<file path="src/rtl/qwt_pkg.sv">
// ----------------------------------------------------------------------------
// qwt_pkg: shared types and constants of the quoted word tokenizer
// Item and result layouts, result and error codes, character constants and
// the command that the classifying front hands to the emitting back end.
// ----------------------------------------------------------------------------
package qwt_pkg;

  // Default depth of the held whitespace store.
  localparam int unsigned HoldDepthDef = 16;
  // Width of store indexes and counts in a command; covers depths up to 63.
  localparam int unsigned HoldCntW = 6;
  // Results that follow the flushed whitespace of one item, at most.
  localparam int unsigned TailMax = 3;
  // Entries of the command queue between front and back end.
  localparam int unsigned FifoDepth = 2;

  // Characters with a meaning of their own.
  localparam logic [7:0] ChQuote  = 8'h22;
  localparam logic [7:0] ChBslash = 8'h5C;
  localparam logic [7:0] ChSpace  = 8'h20;

  typedef enum logic [1:0] {
    KIND_BYTE = 2'd0,
    KIND_END  = 2'd1,
    KIND_OK   = 2'd2,
    KIND_FAIL = 2'd3
  } kind_e;

  typedef enum logic [2:0] {
    ERR_NONE         = 3'd0,
    ERR_QUOTE        = 3'd1,
    ERR_BSLASH       = 3'd2,
    ERR_ESCAPE       = 3'd3,
    ERR_TRAIL_BSLASH = 3'd4,
    ERR_OPEN_QUOTE   = 3'd5,
    ERR_NO_SEP       = 3'd6,
    ERR_OVERFLOW     = 3'd7
  } err_e;

  // One input item.
  typedef struct packed {
    logic       has_byte;
    logic [7:0] in_byte;
    logic       end_of_line;
  } in_item_t;

  // One result item.
  typedef struct packed {
    kind_e      kind;
    logic [7:0] out_byte;
    err_e       error_code;
    logic       last_of_run;
  } res_item_t;

  // A result that the front end has fully worked out.
  typedef struct packed {
    kind_e      kind;
    logic [7:0] data;
    err_e       err;
  } tail_t;

  // Work for the back end caused by one input item: an optional write into
  // the whitespace store, a flush of the first flush_cnt held bytes, then
  // tail_n ready-made results.
  typedef struct packed {
    logic                      wr_en;
    logic [HoldCntW-1:0]       wr_idx;
    logic [7:0]                wr_byte;
    logic [HoldCntW-1:0]       flush_cnt;
    logic [1:0]                tail_n;
    tail_t [TailMax-1:0]       tail;
  } cmd_t;

  // Space, TAB, LF, VT, FF and CR.
  function automatic logic is_white(logic [7:0] c);
    return (c == ChSpace) || (c inside {[8'h09:8'h0D]});
  endfunction

endpackage

</file>
<file path="src/rtl/qwt_front.sv">
// ----------------------------------------------------------------------------
// qwt_front: input classifier of the quoted word tokenizer
// Accepts one item per cycle while the queue has room, advances the scan mode and
// the held whitespace count, and turns the item into at most one back end command.
// ----------------------------------------------------------------------------
module qwt_front
  import qwt_pkg::*;
#(
  parameter int unsigned HoldDepth = HoldDepthDef
) (
  input  logic     clk_i,
  input  logic     rst_ni,
  input  logic     in_valid_i,
  output logic     in_ready_o,
  input  in_item_t in_data_i,
  input  logic     full_i,
  output logic     push_o,
  output cmd_t     cmd_o
);

  localparam int unsigned CntW = $clog2(HoldDepth + 1);

  typedef enum logic [7:0] {
    MODE_START  = 8'b0000_0001,
    MODE_GAP    = 8'b0000_0010,
    MODE_LEAD   = 8'b0000_0100,
    MODE_WORD   = 8'b0000_1000,
    MODE_QUOTE  = 8'b0001_0000,
    MODE_ESC    = 8'b0010_0000,
    MODE_CLOSED = 8'b0100_0000,
    MODE_ERR    = 8'b1000_0000
  } mode_e;

  mode_e            mode_q, mode_d, mode_mid;
  logic [CntW-1:0]  cnt_q, cnt_d;
  logic [7:0]       c;
  logic             accept;
  logic             do_content, do_fail;
  err_e             fail_code;
  logic             tb_valid, fin0_valid, fin1_valid;
  tail_t            tb, fin0, fin1;
  logic [1:0]       tail_n;
  cmd_t             cmd;

  assign c          = in_data_i.in_byte;
  assign in_ready_o = !full_i;
  assign accept     = in_valid_i && !full_i;

  // Classify the byte against the scan mode, then close the line if asked.
  always_comb begin
    mode_d     = mode_q;
    cnt_d      = cnt_q;
    do_content = 1'b0;
    do_fail    = 1'b0;
    fail_code  = ERR_NONE;
    tb_valid   = 1'b0;
    tb         = '0;
    cmd        = '0;

    if (in_data_i.has_byte) begin
      case (mode_q)
        MODE_START: begin
          if (!is_white(c)) begin
            if (c == ChQuote) begin
              mode_d = MODE_QUOTE;
            end else begin
              do_content = 1'b1;
            end
          end
        end
        MODE_GAP: begin
          if (c == ChSpace) begin
            mode_d = MODE_GAP;
          end else if (c == ChQuote) begin
            mode_d = MODE_QUOTE;
          end else if (is_white(c)) begin
            mode_d = MODE_LEAD;
          end else begin
            do_content = 1'b1;
          end
        end
        MODE_LEAD, MODE_WORD: begin
          if (c == ChSpace) begin
            cnt_d    = '0;
            mode_d   = MODE_GAP;
            tb_valid = 1'b1;
            tb.kind  = KIND_END;
          end else if (is_white(c)) begin
            // Whitespace after word content is held until its fate is known.
            if (mode_q == MODE_WORD) begin
              if (cnt_q >= CntW'(HoldDepth)) begin
                do_fail   = 1'b1;
                fail_code = ERR_OVERFLOW;
              end else begin
                cmd.wr_en   = 1'b1;
                cmd.wr_idx  = HoldCntW'(cnt_q);
                cmd.wr_byte = c;
                cnt_d       = cnt_q + CntW'(1);
              end
            end
          end else begin
            do_content = 1'b1;
          end
        end
        MODE_QUOTE: begin
          if (c == ChQuote) begin
            mode_d   = MODE_CLOSED;
            tb_valid = 1'b1;
            tb.kind  = KIND_END;
          end else if (c == ChBslash) begin
            mode_d = MODE_ESC;
          end else begin
            tb_valid = 1'b1;
            tb.kind  = KIND_BYTE;
            tb.data  = c;
          end
        end
        MODE_ESC: begin
          if (c == ChBslash || c == ChQuote) begin
            mode_d   = MODE_QUOTE;
            tb_valid = 1'b1;
            tb.kind  = KIND_BYTE;
            tb.data  = c;
          end else begin
            do_fail   = 1'b1;
            fail_code = ERR_ESCAPE;
          end
        end
        MODE_CLOSED: begin
          if (c == ChSpace) begin
            mode_d = MODE_GAP;
          end else begin
            do_fail   = 1'b1;
            fail_code = ERR_NO_SEP;
          end
        end
        default: begin
          mode_d = mode_q;
        end
      endcase

      // Content byte of an unquoted word: releases the held whitespace.
      if (do_content) begin
        if (c == ChQuote) begin
          do_fail   = 1'b1;
          fail_code = ERR_QUOTE;
        end else if (c == ChBslash) begin
          do_fail   = 1'b1;
          fail_code = ERR_BSLASH;
        end else begin
          cmd.flush_cnt = HoldCntW'(cnt_q);
          cnt_d         = '0;
          mode_d        = MODE_WORD;
          tb_valid      = 1'b1;
          tb.kind       = KIND_BYTE;
          tb.data       = c;
        end
      end

      if (do_fail) begin
        mode_d   = MODE_ERR;
        cnt_d    = '0;
        tb_valid = 1'b1;
        tb.kind  = KIND_FAIL;
        tb.data  = '0;
        tb.err   = fail_code;
      end
    end

    mode_mid   = mode_d;
    fin0_valid = 1'b0;
    fin1_valid = 1'b0;
    fin0       = '0;
    fin1       = '0;

    // End of line: close what is open and report the line, unless it already failed.
    if (in_data_i.end_of_line) begin
      case (mode_mid)
        MODE_START, MODE_GAP, MODE_CLOSED: begin
          fin0_valid = 1'b1;
          fin0.kind  = KIND_OK;
        end
        MODE_LEAD, MODE_WORD: begin
          fin0_valid = 1'b1;
          fin0.kind  = KIND_END;
          fin1_valid = 1'b1;
          fin1.kind  = KIND_OK;
        end
        MODE_QUOTE: begin
          fin0_valid = 1'b1;
          fin0.kind  = KIND_FAIL;
          fin0.err   = ERR_OPEN_QUOTE;
        end
        MODE_ESC: begin
          fin0_valid = 1'b1;
          fin0.kind  = KIND_FAIL;
          fin0.err   = ERR_TRAIL_BSLASH;
        end
        default: begin
          fin0_valid = 1'b0;
        end
      endcase
      mode_d = MODE_START;
      cnt_d  = '0;
    end

    // Pack the results of this item in order.
    tail_n = 2'd0;
    if (tb_valid) begin
      cmd.tail[tail_n] = tb;
      tail_n           = tail_n + 2'd1;
    end
    if (fin0_valid) begin
      cmd.tail[tail_n] = fin0;
      tail_n           = tail_n + 2'd1;
    end
    if (fin1_valid) begin
      cmd.tail[tail_n] = fin1;
      tail_n           = tail_n + 2'd1;
    end
    cmd.tail_n = tail_n;
  end

  // Only items that write the store or give results need the back end.
  assign cmd_o  = cmd;
  assign push_o = accept && (cmd.wr_en || (cmd.tail_n != 2'd0));

  // Scan state.
  always_ff @(posedge clk_i or negedge rst_ni) begin
    if (!rst_ni) begin
      mode_q <= MODE_START;
      cnt_q  <= '0;
    end else if (accept) begin
      mode_q <= mode_d;
      cnt_q  <= cnt_d;
    end
  end

  // Whitespace is only ever held inside an unquoted word.
  assert property (@(posedge clk_i) disable iff (!rst_ni)
    (mode_q != MODE_WORD) |-> (cnt_q == '0))
    else $error("held whitespace outside an unquoted word");

  // A flush never asks for more bytes than the store holds.
  assert property (@(posedge clk_i) disable iff (!rst_ni)
    push_o |-> (cmd_o.flush_cnt <= HoldCntW'(HoldDepth)))
    else $error("flush longer than the whitespace store");

endmodule

</file>
<file path="src/rtl/qwt_cmd_fifo.sv">
// ----------------------------------------------------------------------------
// qwt_cmd_fifo: command queue of the quoted word tokenizer
// A short register queue that lets the classifier and the emitter stall
// independently of each other.
// ----------------------------------------------------------------------------
module qwt_cmd_fifo
  import qwt_pkg::*;
(
  input  logic clk_i,
  input  logic rst_ni,
  input  logic push_i,
  input  cmd_t cmd_i,
  output logic full_o,
  input  logic pop_i,
  output logic head_valid_o,
  output cmd_t head_o
);

  localparam int unsigned PtrW = (FifoDepth > 1) ? $clog2(FifoDepth) : 1;
  localparam int unsigned CntW = $clog2(FifoDepth + 1);

  cmd_t            entry_q [FifoDepth];
  logic [PtrW-1:0] wr_ptr_q, rd_ptr_q;
  logic [CntW-1:0] count_q;

  assign full_o       = (count_q == CntW'(FifoDepth));
  assign head_valid_o = (count_q != '0);
  assign head_o       = entry_q[rd_ptr_q];

  // Storage.
  always_ff @(posedge clk_i) begin
    if (push_i) begin
      entry_q[wr_ptr_q] <= cmd_i;
    end
  end

  // Pointers and fill level.
  always_ff @(posedge clk_i or negedge rst_ni) begin
    if (!rst_ni) begin
      wr_ptr_q <= '0;
      rd_ptr_q <= '0;
      count_q  <= '0;
    end else begin
      if (push_i) begin
        wr_ptr_q <= (wr_ptr_q == PtrW'(FifoDepth - 1)) ? '0 : wr_ptr_q + PtrW'(1);
      end
      if (pop_i) begin
        rd_ptr_q <= (rd_ptr_q == PtrW'(FifoDepth - 1)) ? '0 : rd_ptr_q + PtrW'(1);
      end
      if (push_i && !pop_i) begin
        count_q <= count_q + CntW'(1);
      end else if (pop_i && !push_i) begin
        count_q <= count_q - CntW'(1);
      end
    end
  end

  assert property (@(posedge clk_i) disable iff (!rst_ni) push_i |-> !full_o)
    else $error("command pushed into a full queue");

  assert property (@(posedge clk_i) disable iff (!rst_ni) pop_i |-> head_valid_o)
    else $error("command popped from an empty queue");

endmodule

</file>
<file path="src/rtl/qwt_back.sv">
// ----------------------------------------------------------------------------
// qwt_back: result emitter of the quoted word tokenizer
// Owns the held whitespace store, carries out one command at a time and sends
// one result per cycle, when not stalled, through a registered output stage.
// ----------------------------------------------------------------------------
module qwt_back
  import qwt_pkg::*;
#(
  parameter int unsigned HoldDepth = HoldDepthDef
) (
  input  logic      clk_i,
  input  logic      rst_ni,
  input  logic      head_valid_i,
  input  cmd_t      head_i,
  output logic      pop_o,
  output logic      out_valid_o,
  input  logic      out_ready_i,
  output res_item_t out_data_o
);

  localparam int unsigned IdxW = $clog2(HoldDepth);

  logic [7:0]          mem_q [HoldDepth];
  logic [7:0]          rdata_q;
  logic [IdxW-1:0]     rd_addr;

  cmd_t                cur_q, cur_d;
  logic                cur_valid_q, cur_valid_d;
  logic [HoldCntW-1:0] fidx_q, fidx_d;
  logic [1:0]          tidx_q, tidx_d;
  logic                out_valid_q, out_valid_d;
  res_item_t           out_q, out_d;

  logic                in_flush, adv, done;
  res_item_t           res;
  tail_t               t;

  // Current result: a held byte during the flush, then the prepared tail.
  always_comb begin
    in_flush = (fidx_q < cur_q.flush_cnt);
    t        = cur_q.tail[tidx_q];
    res      = '0;
    if (in_flush) begin
      res.kind     = KIND_BYTE;
      res.out_byte = rdata_q;
    end else begin
      res.kind        = t.kind;
      res.out_byte    = t.data;
      res.error_code  = t.err;
      res.last_of_run = (tidx_q == (cur_q.tail_n - 2'd1));
    end
  end

  assign adv   = cur_valid_q && (!out_valid_q || out_ready_i);
  assign done  = adv && !in_flush && res.last_of_run;
  assign pop_o = head_valid_i && (!cur_valid_q || done);

  // Command sequencing and the output stage.
  always_comb begin
    cur_d       = cur_q;
    cur_valid_d = cur_valid_q;
    fidx_d      = fidx_q;
    tidx_d      = tidx_q;
    if (adv) begin
      if (in_flush) begin
        fidx_d = fidx_q + HoldCntW'(1);
      end else begin
        tidx_d = tidx_q + 2'd1;
      end
    end
    if (done) begin
      cur_valid_d = 1'b0;
    end
    if (pop_o) begin
      cur_d       = head_i;
      cur_valid_d = (head_i.tail_n != 2'd0);
      fidx_d      = '0;
      tidx_d      = '0;
    end

    out_d       = out_q;
    out_valid_d = out_valid_q;
    if (adv) begin
      out_d       = res;
      out_valid_d = 1'b1;
    end else if (out_ready_i) begin
      out_valid_d = 1'b0;
    end
  end

  // The read address follows the byte that will be sent next.
  always_comb begin
    if (fidx_d < HoldCntW'(HoldDepth)) begin
      rd_addr = fidx_d[IdxW-1:0];
    end else begin
      rd_addr = '0;
    end
  end

  // Held whitespace store: written when a command is taken, read every cycle.
  always_ff @(posedge clk_i) begin
    if (pop_o && head_i.wr_en) begin
      mem_q[head_i.wr_idx[IdxW-1:0]] <= head_i.wr_byte;
    end
    rdata_q <= mem_q[rd_addr];
  end

  // Payload registers.
  always_ff @(posedge clk_i) begin
    cur_q <= cur_d;
    out_q <= out_d;
  end

  // Control registers.
  always_ff @(posedge clk_i or negedge rst_ni) begin
    if (!rst_ni) begin
      cur_valid_q <= 1'b0;
      fidx_q      <= '0;
      tidx_q      <= '0;
      out_valid_q <= 1'b0;
    end else begin
      cur_valid_q <= cur_valid_d;
      fidx_q      <= fidx_d;
      tidx_q      <= tidx_d;
      out_valid_q <= out_valid_d;
    end
  end

  assign out_valid_o = out_valid_q;
  assign out_data_o  = out_q;

  // An error ends the line, so it is always the final result of its item.
  assert property (@(posedge clk_i) disable iff (!rst_ni)
    (out_valid_o && out_data_o.kind == KIND_FAIL) |-> out_data_o.last_of_run)
    else $error("error result not last of its item");

  // A new command is only taken once the previous one has been fully sent.
  assert property (@(posedge clk_i) disable iff (!rst_ni)
    (pop_o && cur_valid_q) |-> done)
    else $error("command taken while another is in progress");

endmodule

</file>
<file path="src/rtl/quoted_word_tokenizer.sv">
// ----------------------------------------------------------------------------
// quoted_word_tokenizer: splits a byte stream into quoted or unquoted words
// Top level joining the classifier, the command queue and the emitter.
// ----------------------------------------------------------------------------
// Usage
//   Input channel (in_valid_i/in_ready_o/in_data_i) carries one byte, an end
//   of line mark, or both per transfer. Output channel (out_valid_o/
//   out_ready_i/out_data_o) carries word bytes, word ends and one final
//   success or error per line; last_of_run marks the final result of an item.
//   After an error the rest of the line is dropped and the receiver discards
//   the words of that line already sent.
// Timing
//   A result passes through the command queue, the emitter's command register
//   and the output register. The emitter sends one result per cycle while the
//   receiver is ready; an item has one result in most cases, up to HoldDepth + 3
//   when a content byte releases held whitespace. The emitter is the limit; the
//   classifier takes one item per cycle while the two-entry queue has room.
// Reset and stalls
//   Reset puts the scanner at the start of a line and empties the queue and
//   the output stage; the whitespace store needs no clearing. When the
//   receiver stalls, the output holds, the queue fills and in_ready_o falls.
// ----------------------------------------------------------------------------
module quoted_word_tokenizer
  import qwt_pkg::*;
#(
  parameter int unsigned HoldDepth = HoldDepthDef
) (
  input  logic      clk_i,
  input  logic      rst_ni,
  input  logic      in_valid_i,
  output logic      in_ready_o,
  input  in_item_t  in_data_i,
  output logic      out_valid_o,
  input  logic      out_ready_i,
  output res_item_t out_data_o
);

  logic push, full, pop, head_valid;
  cmd_t cmd, head;

  // Classifier.
  qwt_front #(
    .HoldDepth(HoldDepth)
  ) u_front (
    .clk_i     (clk_i),
    .rst_ni    (rst_ni),
    .in_valid_i(in_valid_i),
    .in_ready_o(in_ready_o),
    .in_data_i (in_data_i),
    .full_i    (full),
    .push_o    (push),
    .cmd_o     (cmd)
  );

  // Command queue.
  qwt_cmd_fifo u_fifo (
    .clk_i       (clk_i),
    .rst_ni      (rst_ni),
    .push_i      (push),
    .cmd_i       (cmd),
    .full_o      (full),
    .pop_i       (pop),
    .head_valid_o(head_valid),
    .head_o      (head)
  );

  // Emitter.
  qwt_back #(
    .HoldDepth(HoldDepth)
  ) u_back (
    .clk_i       (clk_i),
    .rst_ni      (rst_ni),
    .head_valid_i(head_valid),
    .head_i      (head),
    .pop_o       (pop),
    .out_valid_o (out_valid_o),
    .out_ready_i (out_ready_i),
    .out_data_o  (out_data_o)
  );

endmodule
</file>
<file path="config.mk">
export PLATFORM = sky130hd
export DESIGN_NAME = quoted_word_tokenizer
export DESIGN_NICKNAME = d
export VERILOG_FILES = /design/src/rtl/qwt_pkg.sv /design/src/rtl/qwt_front.sv /design/src/rtl/qwt_cmd_fifo.sv /design/src/rtl/qwt_back.sv /design/src/rtl/quoted_word_tokenizer.sv
export SDC_FILE = /design/constraint.sdc
export NUM_CORES = 1
export LEC_CHECK = 0
export CORE_MARGIN = 1.5
export CORE_UTILIZATION = 45
export CTS_CLUSTER_DIAMETER = 50
export DETAILED_ROUTE_END_ITERATION = 16
export DONT_BUFFER_PORTS = 1
export GPL_TIMING_DRIVEN = 0
export REMOVE_ABC_BUFFERS = 1
export SETUP_SLACK_MARGIN = 0.3
export SLEW_MARGIN = 20
export SYNTH_ARGS = -nofsm -noshare
export SYNTH_HDL_FRONTEND = slang
export SYNTH_SLANG_ARGS = --single-unit
</file>
<file path="constraint.sdc">
create_clock -name clk_i -period 10.3 [get_ports clk_i]
set_input_delay 1.03 -clock clk_i [delete_from_list [all_inputs] [get_ports clk_i]]
set_output_delay 1.03 -clock clk_i [all_outputs]
set_load 0.01 [all_outputs]
</file>
==> results.toml, run 1 <==
[synth]
synth_top_flop_cell = "edfxtp_1"
ys_seq_area_share_pct = 64.9
synth_top_area_share_pct = 58.2
ys_async_sr_fraction_pct = 9.71
synth_cell_types = 91
syn-instance-count = 932
yosys_warnings = 0
yosysMostFrequentCell = "edfxtp_1"
syn_area_um2 = 12500
synth-seq-cells = 278
synth_area_leaders = "edfxtp_1 58%, dfrtp_1 5.2%, mux2_2 4.5%, nor2_1 2.2%, nand2_1 1.7%"
ys_top_cells_by_count = "243 x edfxtp_1, 72 x nor2_1, 57 x nand2_1"
synth_edf_count = 243
yosysTopAreaCell = "edfxtp_1"
avgSynthCellArea_um2 = 13.4

[floorplan]
io_pins = 30
start_util_pct = 46.1
dieArea_um2 = 28900
die_h_um = 170
coreArea_um2 = 27200
rows = 60
dieWidth_um = 170

[route]
drtIter0Drc = 860
routed_wl_um = 27900
vias_per_cell = 5.76
ant_nets = 0
drt-pass1-iter-count = 5
wl_per_cell_um = 21.0
vias = 7664
drc = 0

[sta]
fin_crit_ns = 5.82
fin_skew_ns = 0.0227
setup_viol_count_final = 0
relSlewSlack_pct = 29.0
hold_violations = 0
timing.fmax_mhz = 172
fin_crit_sh_pct = 56.5
worst_hold_slack_ns = 0.157
rsz0062_at_grt = "no"
slew_viol_final = 0
tightest_slew_ns = 1.06
tns_ns = 0

[critical_path]
criticalPathCategory = "reg2reg"
crit_path_end_kind = "flop"
slowest_stage = "nor2_1"
critPathMaxFanout = 20
cp.arrival_ns = 6.07
timing.rr.end = "u_fifo.entry_q[0][52]"
critPathRequiredTime_ns = 10.56
worstPathCellList = "nor4_4, o211ai_1, a2bb2oi_2, nor2_1, nor2_1, a221o_1, xnor2_1, a31oi_1, and2_1, ha_1, nand3_1, a21oi_1, o2111ai_1, o211ai_2, nor2_4, buf_16"
path_buf_inv = 1
r2r-start = "u_front.mode_q[4]"
rrSetupSlack_ns = 4.48
max_stage_delay_ns = 0.77
critPathMostFrequentCell = "nor2_1"
rr_worst_depth = 16
worstSetupStartpointType = "flop"
crit_family = "simple AND/OR/NAND/NOR gates"

[clock_network]
clk_latency_ns = 0.57
postCtsResizedCells = 0
clk_pin_slew_ns = 0.06
clock_sinks = 278
cts_tree = "built"
cts_made_buffers = 30
post-cts-setup-buffers = 0
ctsHoldBuffers = 0
clock_path_buffers = 3
clock-root-buffer = "clkbuf_16"
htreeDepth = 1

[placed_design]
io_buffers = 0
hpwl_um = 18600
place.gp.congestion = 0.896

[power_and_ir_drop]
ir_drop_mv = 0.318
powerDensity_nw_per_um2 = 333
p_leak_nw = 4.79
finalPower_mw = 4.66

[layout]
nNetsFinal = 960
antenna_cells = 0
drive_gt1_share_pct = 15.2
area_delta_synth_final_pct = 11.7
fin_util_pct = 51.5

[job]
maxCapViolCount = 0

[grt]
grt_max_degree = 54
track_usage_pct = 19.5
grt_pass1_vias = 7312
overflow = 0
grt_pass1_wl_um = 42900
antenna_found_initial = 0

[min_path]
hold_class = "in2async"

[run_status]
run_status = "finished clean"
worst max path at each step:
stage	startpoint	endpoint	slack [ns]	depth (start not counted)
finish	u_front.mode_q[4]	u_fifo.entry_q[0][52]	4.48	16
global route	u_front.mode_q[4]	u_fifo.entry_q[0][48]	4.09	16
CTS	u_front.mode_q[4]	u_fifo.entry_q[0][48]	4.60	16
detailed placement	in_data_i[1]	u_fifo.entry_q[0][52]	4.43	16
global placement	in_data_i[1]	u_fifo.entry_q[0][52]	2.53	15
floorplan	in_data_i[1]	u_fifo.entry_q[0][0]	4.23	15
cell families after synthesis:
kind of cell,synth area share (%)
flip-flops,64.9
AND/OR/NAND/NOR,11.9
AO/OA/AOI/OAI,12.7
buffers and inverters,2.88
multiplexers,5.05
XOR/XNOR,1.26
adder cells (fa/ha/maj),1.20
other,0.0299
through the flow:
stage          cell area [um2]  setup WS, ns  std cells
6_report                 14000          4.48       1330
5_1_grt                  14000          4.09       1330
4_1_cts                  14000          4.60       1330
3_5_place_dp             13000          4.43       1274
3_3_place_gp             12800          2.53       1268
2_1_floorplan            12400          4.23        896
worst register-to-register path, stage by stage (launching register included):
cell       delay, ns
dfrtp_1         0.57
nor4_4          0.45
o211ai_1        0.31
a2bb2oi_2       0.23
nor2_1          0.77
nor2_1          0.33
a221o_1         0.45
xnor2_1         0.35
a31oi_1         0.18
and2_1          0.21
ha_1            0.27
nand3_1         0.12
a21oi_1         0.05
o2111ai_1       0.14
o211ai_2        0.27
nor2_4          0.58
buf_16          0.25
cell usage in the layout (no fill, tap or decap), types with 4 or more instances in the layout:
cell type,Yosys,layout
nor4_1,10,10
nand4_1,6,6
nor2_1,72,69
nor2b_1,20,19
a22oi_1,4,4
mux2_2,50,50
xor2_1,10,9
o2111ai_1,6,6
a22o_1,4,4
or3_1,6,6
nor3_2,3,4
a31oi_1,9,9
o21ai_0,42,42
a21oi_1,23,23
nand2_1,57,57
clkbuf_1,22,5
a32o_1,11,11
o31ai_1,5,5
and2_1,24,24
and3_1,5,5
mux2i_1,7,7
edfxtp_1,243,243
clkinv_2,0,6
or2_2,6,6
o211ai_1,19,19
a222oi_1,16,16
clkinv_1,1,4
ha_1,12,12
inv_1,43,43
nor3_1,15,14
dfxtp_1,8,8
a211o_1,4,4
clkbuf_16,0,30
conb_1,1,8
xnor2_1,8,8
nand2b_1,9,9
nand3_1,12,12
dfrtp_1,26,25
a221o_1,18,18
flip-flops by register name (all words and copies together) (netlist names), 5 cells and up:
signal and flops:
u_back.out_data_o 14, u_back.rdata_q 8, u_front.mode_q 8, u_fifo.entry_q 76, u_front.cnt_q 5, u_back.cur_q 25, u_back.fidx_q 6, u_back.mem_q 128
power breakdown:
part | switching [mW] | total [mW] | leakage, nW | internal [mW]
combinational | 1.23 | 1.97 | 1.68 | 0.738
sequential | 0.112 | 1.64 | 2.64 | 1.53
clock | 0.445 | 1.05 | 0.479 | 0.607
total | 1.78 | 4.66 | 4.79 | 2.87
layout make-up:
cell class	instances	area, um2
fill	2302	13200
sequential	278	8140
multi-input combinational	573	4120
clock buffer	37	797
tap	372	465
clock inverter	19	194
inverter	45	169
timing repair buffer	6	114
per-layer routing:
metal | wire, um | global-route usage, %
met1 | 13100 | 29.2
met4 | 619 | 4.81
met5 | 0 | 0
met3 | 1820 | 3.65
met2 | 12300 | 29.3
(Power assumes the default switching activity.)
==> run 2: changes to the inputs <==
Clock period 10.3 ns to 5.6 ns, I/O delays scaled along.
==> results.toml, run 2 (synthesis gave the netlist of run 1 again) <==
[run_status]
run_status = "finished clean"

[clock_network]
clock_path_buffers = 3
cts_tree = "built"
clk_latency_ns = 0.57
clock-root-buffer = "clkbuf_16"
clk_pin_slew_ns = 0.05
cts_made_buffers = 30
clock_sinks = 278
htreeDepth = 1

[placed_design]
placed_area_um2 = 13000
io_buffers = 0
place.gp.congestion = 0.896
placedCellCount = 1274
hpwl_um = 18600

[route]
ant_nets = 0
drc = 0
drt-pass1-iter-count = 5
vias = 7712
drtIter0Drc = 776
vias_per_cell = 5.73
routed_wl_um = 28100
wl_per_cell_um = 20.9

[layout]
final_common_cell = "edfxtp_1"
nNetsFinal = 974
area_delta_synth_final_pct = 13.0
final_cell_mix = "243 x edfxtp_1, 65 x nor2_1, 57 x nand2_1"
stdcell_area_um2 = 14200
largest_register_ffs = 128
final_cells = 1345
drive_gt1_share_pct = 17.2

[critical_path]
r2r-start = "u_front.mode_q[5]"
cp.arrival_ns = 5.19
worstSetupStartpointType = "flop"
crit_start = "u_front.mode_q[5]"
crit_path_end_kind = "flop"
critPathRequiredTime_ns = 5.86
worstPathCellList = "nor4_4, and4_1, nand3_1, o2111ai_2, nor2_1, a221o_1, xnor2_1, a31oi_1, and2_1, ha_1, nand3_1, a21oi_1, o2111ai_1, o211ai_2, nor2_4, buf_12"
critPathMostFrequentCell = "nand3_1"
critPathMaxFanout = 24
max_stage_delay_ns = 0.54
path_buf_inv = 1
crit_family = "simple AND/OR/NAND/NOR gates"
criticalPathCategory = "reg2reg"
rrSetupSlack_ns = 0.67
slowest_stage = "dfrtp_1"

[floorplan]
die_h_um = 170
coreArea_um2 = 27200
start_util_pct = 46.1
dieArea_um2 = 28900
dieWidth_um = 170
rows = 60
io_pins = 30

[sta]
fin_crit_ns = 4.93
fin_skew_ns = 0.0232
relSlewSlack_pct = 28.1
timing.fmax_mhz = 203
tightest_slew_ns = 1.08
hold_violations = 0
fin_crit_sh_pct = 88.1
slew_viol_final = 0
tns_ns = 0
setup_viol_count_final = 0
rsz0062_at_grt = "no"

[grt]
grt_pass1_wl_um = 43100
overflow = 0
grt_pass1_vias = 7335
grt_max_degree = 54
antenna_found_initial = 1
track_usage_pct = 19.6

[job]
maxCapViolCount = 0

[power_and_ir_drop]
finalPower_mw = 8.65
powerDensity_nw_per_um2 = 611
p_leak_nw = 4.88
ir_drop_mv = 0.518

[min_path]
hold_class = "in2reg"
worstHoldStart = "in_data_i[0]"
run 2: repair_timing:
| action | 4_1_cts | 5_1_grt |
|---|---|---|
| endpoints found under the setup margin | 77 | 86 |
| pin swaps | 1 | 2 |
| gates resized for setup | 1 | 9 |
| hold buffers | 2 | 0 |
| hold endpoints to repair | 27 | 0 |
| setup buffers | 4 | 8 |
run 2: path summary, 6_finish.rpt:
kind,depth (start not counted),endpoint
min in group asynchronous,2,u_fifo.wr_ptr_q
worst min-delay path,1,u_front.mode_q[7]
worst max-delay path,16,u_fifo.entry_q[1][52]
worst min register to register,1,u_fifo.count_q[1]
max in group asynchronous,2,u_front.mode_q[0]
worst max register to register,16,u_fifo.entry_q[1][52]
run 2: metal layers:
layer	global-route usage [%]	up-vias	routed length (um)
met5	0	-	0
met4	4.81	0	619
met3	3.74	47	1780
met2	29.4	240	12400
met1	29.3	3793	13200
li1	-	3632	-
run 2: report_power, final:
group	internal (mW)	switching (mW)
Combinational	1.41	2.29
Sequential	2.81	0.205
Clock	1.12	0.820
Total	5.33	3.32
run 2: layout make-up:
cell class,instances,area [um2]
sequential,278,8140
clock inverter,19,194
inverter,45,169
fill,2291,13000
tap,372,465
antenna,1,2.50
timing repair buffer,20,234
multi-input combinational,573,4160
clock buffer,37,797
run 2: through the flow:
stage | util (%) | worst slack [ns] | hold slack (ns)
2_1_floorplan | - | -0.0472 | 0.264
3_3_place_gp | 47.2 | -1.98 | 0.265
3_5_place_dp | 47.8 | -0.0874 | 0.265
4_1_cts | 51.7 | 0.301 | 0.0648
5_1_grt | 52.1 | 0.323 | 0.0725
6_report | 52.1 | 0.668 | 0.0888
